===== src/sv/ifps_pkg.sv =====
// shared constants, types and the default palette table for the indexed framebuffer scan-out
// no dependencies
package ifps_pkg;

  localparam int SCREEN_WIDTH    = 320;
  localparam int SCREEN_HEIGHT   = 480;
  localparam int PALETTE_ENTRIES = 256;

  localparam int PIXEL_COUNT     = SCREEN_WIDTH * SCREEN_HEIGHT;
  localparam int PIX_AW          = $clog2(PIXEL_COUNT);
  localparam int PAL_AW          = $clog2(PALETTE_ENTRIES);
  localparam int COL_W           = $clog2(SCREEN_WIDTH);
  localparam int ROW_W           = $clog2(SCREEN_HEIGHT);

  localparam int OPC_W           = 3;
  localparam int XY_W            = 9;
  localparam int IDX_W           = 8;
  localparam int COLOR_W         = 16;
  localparam int DEFAULT_COLORS  = 16;

  localparam logic [IDX_W-1:0] BLACK_INDEX = 8'd15;

  typedef enum logic [OPC_W-1:0] {
    OP_DRAW        = 3'd0,
    OP_PAL_WRITE   = 3'd1,
    OP_PAL_CLEAR   = 3'd2,
    OP_PAL_DEFAULT = 3'd3,
    OP_SCAN        = 3'd4
  } opcode_e;

  typedef struct packed {
    logic [OPC_W-1:0]   opcode;
    logic [XY_W-1:0]    x;
    logic [XY_W-1:0]    y;
    logic [IDX_W-1:0]   color_index;
    logic [IDX_W-1:0]   palette_index;
    logic [COLOR_W-1:0] palette_color;
  } in_item_t;

  typedef struct packed {
    logic [COLOR_W-1:0] pixel_color;
    logic [XY_W-1:0]    row;
    logic [XY_W-1:0]    column;
    logic               row_start;
    logic               frame_end;
  } out_item_t;

  // controller to datapath
  typedef struct packed {
    logic init_wr;
    logic draw;
    logic pal_wr;
    logic pal_clear;
    logic pal_default;
    logic scan_start;
    logic pal_rd;
    logic out_load;
  } cmd_t;

  // datapath to controller
  typedef struct packed {
    logic init_last;
    logic out_free;
  } status_t;

  function automatic logic [COLOR_W-1:0] default_color(input logic [IDX_W-1:0] idx);
    logic [COLOR_W-1:0] c;
    case (idx)
      8'd0:    c = 16'hFFFF;
      8'd1:    c = 16'hFFE0;
      8'd2:    c = 16'hFD20;
      8'd3:    c = 16'hF800;
      8'd4:    c = 16'hEC1D;
      8'd5:    c = 16'h4810;
      8'd6:    c = 16'h001F;
      8'd7:    c = 16'h05FF;
      8'd8:    c = 16'h3666;
      8'd9:    c = 16'h0320;
      8'd10:   c = 16'h8A22;
      8'd11:   c = 16'hD5B1;
      8'd12:   c = 16'hD69A;
      8'd13:   c = 16'hAD55;
      8'd14:   c = 16'h6B4D;
      default: c = 16'h0000;
    endcase
    return c;
  endfunction

endpackage


===== src/sv/ifps_ctrl.sv =====
// sequencer: clearing pass, opcode dispatch and the three-step scan-out
// depends on ifps_pkg
module ifps_ctrl import ifps_pkg::*; (
  input  logic             clk_i,
  input  logic             rst_ni,
  input  logic             in_valid_i,
  input  logic [OPC_W-1:0] opcode_i,
  output logic             in_ready_o,
  input  status_t          status_i,
  output cmd_t             cmd_o
);

  localparam logic [1:0] S_INIT = 2'd0;
  localparam logic [1:0] S_IDLE = 2'd1;
  localparam logic [1:0] S_PIX  = 2'd2;
  localparam logic [1:0] S_PAL  = 2'd3;

  logic [1:0] state_q, state_d;

  always_comb begin
    state_d    = state_q;
    cmd_o      = '0;
    in_ready_o = 1'b0;
    case (state_q)
      S_INIT: begin
        cmd_o.init_wr = 1'b1;
        if (status_i.init_last) begin
          state_d = S_IDLE;
        end
      end
      S_IDLE: begin
        in_ready_o = 1'b1;
        if (in_valid_i) begin
          case (opcode_e'(opcode_i))
            OP_DRAW:        cmd_o.draw        = 1'b1;
            OP_PAL_WRITE:   cmd_o.pal_wr      = 1'b1;
            OP_PAL_CLEAR:   cmd_o.pal_clear   = 1'b1;
            OP_PAL_DEFAULT: cmd_o.pal_default = 1'b1;
            OP_SCAN: begin
              cmd_o.scan_start = 1'b1;
              state_d          = S_PIX;
            end
            default: ;
          endcase
        end
      end
      S_PIX: begin
        cmd_o.pal_rd = 1'b1;
        state_d      = S_PAL;
      end
      S_PAL: begin
        // hold the palette word until the output register frees up
        if (status_i.out_free) begin
          cmd_o.out_load = 1'b1;
          state_d        = S_IDLE;
        end
      end
      default: state_d = S_IDLE;
    endcase
  end

  always_ff @(posedge clk_i or negedge rst_ni) begin
    if (!rst_ni) begin
      state_q <= S_INIT;
    end else begin
      state_q <= state_d;
    end
  end

endmodule


===== config.mk =====
export PLATFORM = sky130hd
export DESIGN_NAME = ifps_ctrl
export DESIGN_NICKNAME = d
export VERILOG_FILES = /design/src/sv/ifps_pkg.sv /design/src/sv/ifps_ctrl.sv
export SDC_FILE = /design/constraint.sdc
export NUM_CORES = 1
export LEC_CHECK = 0
export CORE_AREA = 2 2 39 41
export CTS_CLUSTER_SIZE = 14
export DETAILED_ROUTE_END_ITERATION = 12
export DIE_AREA = 0 0 41 43
export DONT_BUFFER_PORTS = 1
export HOLD_SLACK_MARGIN = 0.08
export PLACE_DENSITY = 0.3
export RECOVER_POWER = 100
export SYNTH_ARGS = -nofsm -noshare
export SYNTH_HDL_FRONTEND = slang
export SYNTH_SLANG_ARGS = --single-unit
export TNS_END_PERCENT = 10

===== constraint.sdc =====
create_clock -name clk_i -period 2.9 [get_ports clk_i]
set_input_delay 0.58 -clock clk_i [delete_from_list [all_inputs] [get_ports clk_i]]
set_output_delay 0.58 -clock clk_i [all_outputs]
set_load 0.05 [all_outputs]

; After elaboration in Yosys (flattened, before gate mapping)
; Cells that the tools add are included.
[word_totals]
register_bits = 2
inputBits = 8
output_inout_bits = 9
word_cells = 32
[op_classes]
n_eq_ne = 11
muxes = 17
reduce_logical = 3
[ops]
columns = op, count
row1 = $mux W1, 10
row2 = $mux W5, 2
row3 = $mux W2, 4
row4 = $pmux W2 S4, 1
row5 = $eq A3 B2 Y1 const B, 2
row6 = $ne A2 B2 Y1 const B, 3
row7 = $eq A2 B2 Y1 const B, 2
row8 = $reduce_and A4 Y1, 1
row9 = $eq A3 B1 Y1 const B, 1
row10 = $eq A3 B3 Y1 const B, 1
row11 = $logic_not A3 Y1, 1
row12 = $eq A2 B1 Y1 const B, 1
row13 = $logic_not A2 Y1, 1
row14 = $ne A2 B1 Y1 const B, 1

; Depth between registers and ports, before layout
; Gate-level depths: netlist (run 1).
[logic_depth]
word_depth = 4
depth_mapped = 5
ltp_nobuf = 5

; Worst setup path before layout (run 1)
; OpenSTA, ideal clock, no wires.
[synth_path]
path_kind = register to output
from = register state_q[1]
to = output cmd_o[3] (netlist name)
arrival_time_ps = 2284
t_required_ps = 2320
path_slack_ps = 36
stages_incl_launch_ff = 5
path_buffers = 0
cell_sequence = dfrtp_1 inv_1 ha_1 nand3b_1 nor3_1
[synth_rtl]
columns = item, line
row1 = start: declaration, ifps_ctrl.sv:18  ; logic [1:0] state_q, state_d;
row2 = start signal: assignment, ifps_ctrl.sv:66  ; state_q <= state_d;
row3 = end: declaration, ifps_ctrl.sv:10  ; output cmd_t cmd_o

==> reports/results.tsv, run 1 <==
metric	value	unit
status	finished clean	
drive_gt1_frac	0.1714	
hold_viol	0	
fin_cells	51	
seq_power_share	0.170	
fin_nets	49	
synth_area	236.5	um^2
crit_arrival	1.88	ns
final_cell_mix	inv_1, nor3_1, clkbuf_1	
grt_pass1_vias	179	
tns	0	ns
viasPerCell	4.000	
rsz0062_at_grt	false	
clock-sinks	2	
first_pass_iters	4	
fmaxAchievable	0.4058	GHz
cts_buffers	3	
yosysWarnings	0	
hp-class	reg -> reg	
cts_max_path_buffers	2	
cts.clk_slew.worst_paths	0.03	ns
dp_hpwl	433.6	um
dpl-instance-area	301.5	um^2
required	2.32	ns
insertion_delay	0.23	ns
portBuffers	0	
synth.area.top_cells	dfrtp_1, ha_1, nand4bb_4	
drc_errors	0	
finalSetupViolations	0	
power_frac_comb	0.612	
post_cts_buffers	0	
drt-initial-drc-count	5	
ir_worst_vdd	291.8	uV
yosys.area.top_type	dfrtp_1	
largest_reg_flops	2	
internal_power	136.6	uW
antenna_found_initial	0	
p_leak	0.0001421	uW
synth_top_area_share	0.2116	
max_cap_violations	0	
p_sw	147.0	uW
cellPowerDensity	917.9	nW/um^2
grt_use_total	0.06928	
finalWirelength	543	um
ctsHoldBuffers	1	
synth.distinct_cells	13	
cts_tree	done	
vias	204	
hold_ws	0.5639	ns
yosysSeqAreaShare	0.2116	
cts_root_buf	clkbuf_4	
postSynthCellCount	25	
swShare	0.5183	
clkPwrFrac	0.219	
grt_pass1_wl	724	um
crit_type	reg -> out	
start_kind	flop	
syn_area_per_cell	9.459	um^2
gp_congestion	0.5728	
clock_skew	0.005852	ns
ys_ff_latch	2	
regMostFlops	state_q	
wl_per_cell	10.65	um
worst_pin_slew	0.6985	ns
relSlewSlack	0.5341	
cts_resized	0	
dp.cells	47	
core	1384	um^2
area_growth	30.69	%
cp-end-kind	primary output	
die_x	41	um
syn_nets	37	
grt_start_max_net_pins	6	
grt-ovfl-total	0	
n_antenna_cell	0	
fin_area	309.0	um^2
io_pins	17	
post-route-min-period	2.464	ns
detail-route-antenna-nets	0	
die_y	43	um
total_power	283.7	uW
reg_top3	state_q x2	
final_max_slew_viol_count	0	
num_rows	14	
start_util	0.1709	
timing.final.crit_share	0.8498	
cts_max_level	1	
die_area	1763	um^2
critPathMaxFanout	5	
==> per-stage QoR <==
stage	utilization	worst slack, ns
final	0.2233	0.4356
after global routing	0.2233	0.3217
after CTS	0.2414	0.6651
after detailed placement	0.2179	0.9182
after global placement	0.2179	0.9495
after floorplan	-	0.03566
==> critical path: stages (launching register included) <==
cell	delay, ns
dfrtp_1	0.39
inv_1	0.08
ha_1	0.14
buf_4	0.21
nand3b_1	0.17
nor3_1	0.16
clkbuf_1	0.49
==> kinds of logic (layout without fill, tap and decap cells) <==
kind of cell	Yosys count	count (layout)	share of synthesized area
buffers and inverters	5	15	0.07937
adders and majority gates	4	4	0.2116
DFF	2	2	0.2116
AOI/OAI and AO/OA	2	2	0.08995
muxes	1	1	0.04762
and+or+nand+nor	11	11	0.3598
==> power groups by stage <==
stage / clock [uW] / sequential (uW) / combinational, uW
after floorplan: 0 / 47.0 / 154
after global placement: 0 / 48.9 / 178
after detailed placement: 0 / 48.8 / 182
after CTS: 66.1 / 48.4 / 183
after global routing: 71.9 / 50.9 / 186
final: 62.0 / 48.2 / 173
==> metal layers <==
layer	part of all wire	wire length, um	GRT usage	up-vias
met5	0	0	0	-
met1	0.44	240	0.06109	89
met4	0	0	0.08000	0
met2	0.46	248	0.08750	10
met3	0.099	54	0.05236	0
li1	-	-	-	105
==> final timing paths <==
| kind | startpoint | slack, ns | end | cells after the start |
|---|---|---|---|---|
| hold / removal | state_q[1] | 0.56 | state_q[1] | 1 |
| max in group asynchronous | rst_ni | 2.19 | state_q[0] | 1 |
| min in group asynchronous | rst_ni | 0.59 | state_q[1] | 1 |
| setup reg to reg | state_q[0] | 1.03 | state_q[1] | 5 |
| hold reg to reg | state_q[1] | 0.56 | state_q[1] | 1 |
| setup / recovery | state_q[1] | 0.44 | cmd_o[4] | 6 |
==> cells in the mapped netlist <==
cell / instances
a211oi_2: 1
and2_1: 1
and2b_2: 1
dfrtp_1: 2
ha_1: 4
inv_1: 5
mux2_2: 1
nand3b_1: 1
nand4bb_4: 1
nor2_1: 1
nor2b_1: 1
nor3_1: 5
o32ai_1: 1
==> layout make-up <==
cell class                      count  area [um^2]
Clock buffer                        3        22.52
Timing Repair Buffer                7        36.28
Sequential cell                     2        50.05
Tap cell                           16        20.02
Fill cell                         154         1075
Multi-Input combinational cell     18        161.4
Inverter                            5        18.77
(Power assumes the default switching activity.)
==> run 2: changes to the inputs <==
Settings changed: ABC_AREA set to 1.
Clock period 2.9 ns to 2.4 ns, I/O delays scaled along.
==> run 2 against run 1 <==
Compared with the run above:
- global-route usage is 0.20 points higher
- sequential share of layout area shrank 0.38 points
- wire length down 13%
- critical path type unchanged
- highest routed layer unchanged
==> reports/results.tsv, run 2 <==
metric	value	unit
status	finished clean	
ys_async_sr_fraction	1.000	
crit_slowest_cell	dfrtp_1	
hold_ws	0.4927	ns
rr_worst_depth	6	
die_y	43	um
critPathBufInv	3	
post_cts_buffers	0	
n_antenna_cell	0	
post-route-min-period	2.016	ns
synth.distinct_cells	10	
cts_tree	done	
required	1.92	ns
vias	247	
die_x	41	um
crit_family	buffers and inverters	
antenna_found_initial	0	
cp-end-kind	primary output	
syn_area_per_cell	6.223	um^2
fillers	169	
fin_nets	62	
synth.most_common_cell	nand2_1	
finalSetupViolations	0	
cellPowerDensity	1375	nW/um^2
clock_skew	0.0002379	ns
dp_hpwl	437.4	um
final_common_cell	nand2_1	
synth_top_area_share	0.2116	
final_cell_mix	nand2_1, inv_1, nor3_1, ha_1, clkbuf_2	
path_cells	inv_1 -> ha_1 -> inv_2 -> nor2_2 -> nand2_2 -> nor3_1 -> clkbuf_2	
worst_pin_slew	0.6629	ns
final_max_slew_viol_count	0	
insertion_delay	0.22	ns
num_rows	14	
crit_arrival	1.54	ns
cts_resized	0	
first_pass_iters	2	
synth_area	236.5	um^2
ctsHoldBuffers	1	
rsz0062_at_grt	false	
drc_errors	0	
cts_buffers	3	
syn_nets	50	
ir_worst_vdd	371.0	uV
largest_reg_flops	2	
wl_per_cell	7.344	um
start_kind	flop	
synth_common_cells	nand2_1, inv_1, ha_1, nor3_1, nand2_2	
max_cap_violations	0	
synth.area.top_cells	dfrtp_1, ha_1, nand2_1	
total_power	435.2	uW
clock-sinks	2	
cts.clk_slew.worst_paths	0.03	ns
grt_pass1_vias	232	
yosysSeqAreaShare	0.2116	
relSlewSlack	0.5580	
io_pins	17	
start_util	0.1709	
drt-initial-drc-count	3	
yosys.area.top_type	dfrtp_1	
grt_use_total	0.07129	
die_area	1763	um^2
core	1384	um^2
crit_cells	7	
fmaxAchievable	0.4959	GHz
reg_top3	state_q x2	
regMostFlops	state_q	
hp-class	in -> async	
ys_ff_latch	2	
synth_edf_count	0	
yosysWarnings	0	
synthFlopType	dfrtp_1	
grt_start_max_net_pins	5	
grt-ovfl-total	0	
grt_pass1_wl	841	um
portBuffers	0	
timing.final.crit_share	0.8402	
cts_max_level	1	
cpPeakStageDelay	0.40	ns
drive_gt1_frac	0.2500	
ff_latch_area	50.05	um^2
gp_congestion	0.5808	
critPathMaxFanout	4	
p_leak	0.0001965	uW
postSynthCellCount	38	
cts_root_buf	clkbuf_4	
crit_type	reg -> out	
multi_input_area	148.9	um^2
detail-route-antenna-nets	0	
viasPerCell	3.859	
cts_max_path_buffers	2	
area_growth	33.86	%
finalWirelength	470	um
hold_viol	0	
run 2: routing by layer:
metal  global-route usage  vias up  wire length [um]
met1              0.08360      101               199
met4              0.04000        0                 0
met5                    0        -                 0
li1                     -      133                 -
met2              0.09688       13               211
met3              0.04188        0                59
run 2: cells by family (layout without fill, tap and decap cells):
kind of cell,Yosys count,in the layout,share of synthesized area
adders and majority gates,4,4,0.2116
buffers and inverters,10,20,0.1587
DFF,2,2,0.2116
and+or+nand+nor,22,22,0.4180
run 2: path summary, 6_finish.rpt:
kind / startpoint / endpoint / slack, ns
max: state_q[1] / cmd_o[4] / 0.38
min: rst_ni / state_q[0] / 0.49
max reg2reg: state_q[1] / state_q[1] / 0.82
min reg2reg: state_q[1] / state_q[1] / 0.53
max in group asynchronous: rst_ni / state_q[1] / 1.79
min in group clk_i: state_q[1] / state_q[1] / 0.53
run 2: final cells by class:
| cell class | count | share of cell area |
|---|---|---|
| flip-flops and latches | 2 | 0.1581 |
| inverters | 10 | 0.1186 |
| multi-input cells | 26 | 0.4704 |
| repair buffers | 7 | 0.1186 |
| clock buffers | 3 | 0.07115 |
| well taps | 16 | 0.06324 |
run 2: stage by stage:
| step | setup TNS (ns) | setup slack (ns) | utilization | instances | cell area (um^2) |
|---|---|---|---|---|---|
| floorplan | -1.476 | -0.3691 | - | 38 | 236.5 |
| global placement | 0 | 0.6912 | 0.2179 | 60 | 301.5 |
| detailed placement | 0 | 0.6756 | 0.2179 | 60 | 301.5 |
| CTS | 0 | 0.4124 | 0.2414 | 64 | 334.1 |
| global route | 0 | 0.2556 | 0.2288 | 64 | 316.6 |
| finish | 0 | 0.3836 | 0.2288 | 64 | 316.6 |
run 2: report_power, final:
part,internal [uW],switching [uW]
clock,55.0,17.4
combinational,73.3,220
sequential,52.4,17.3
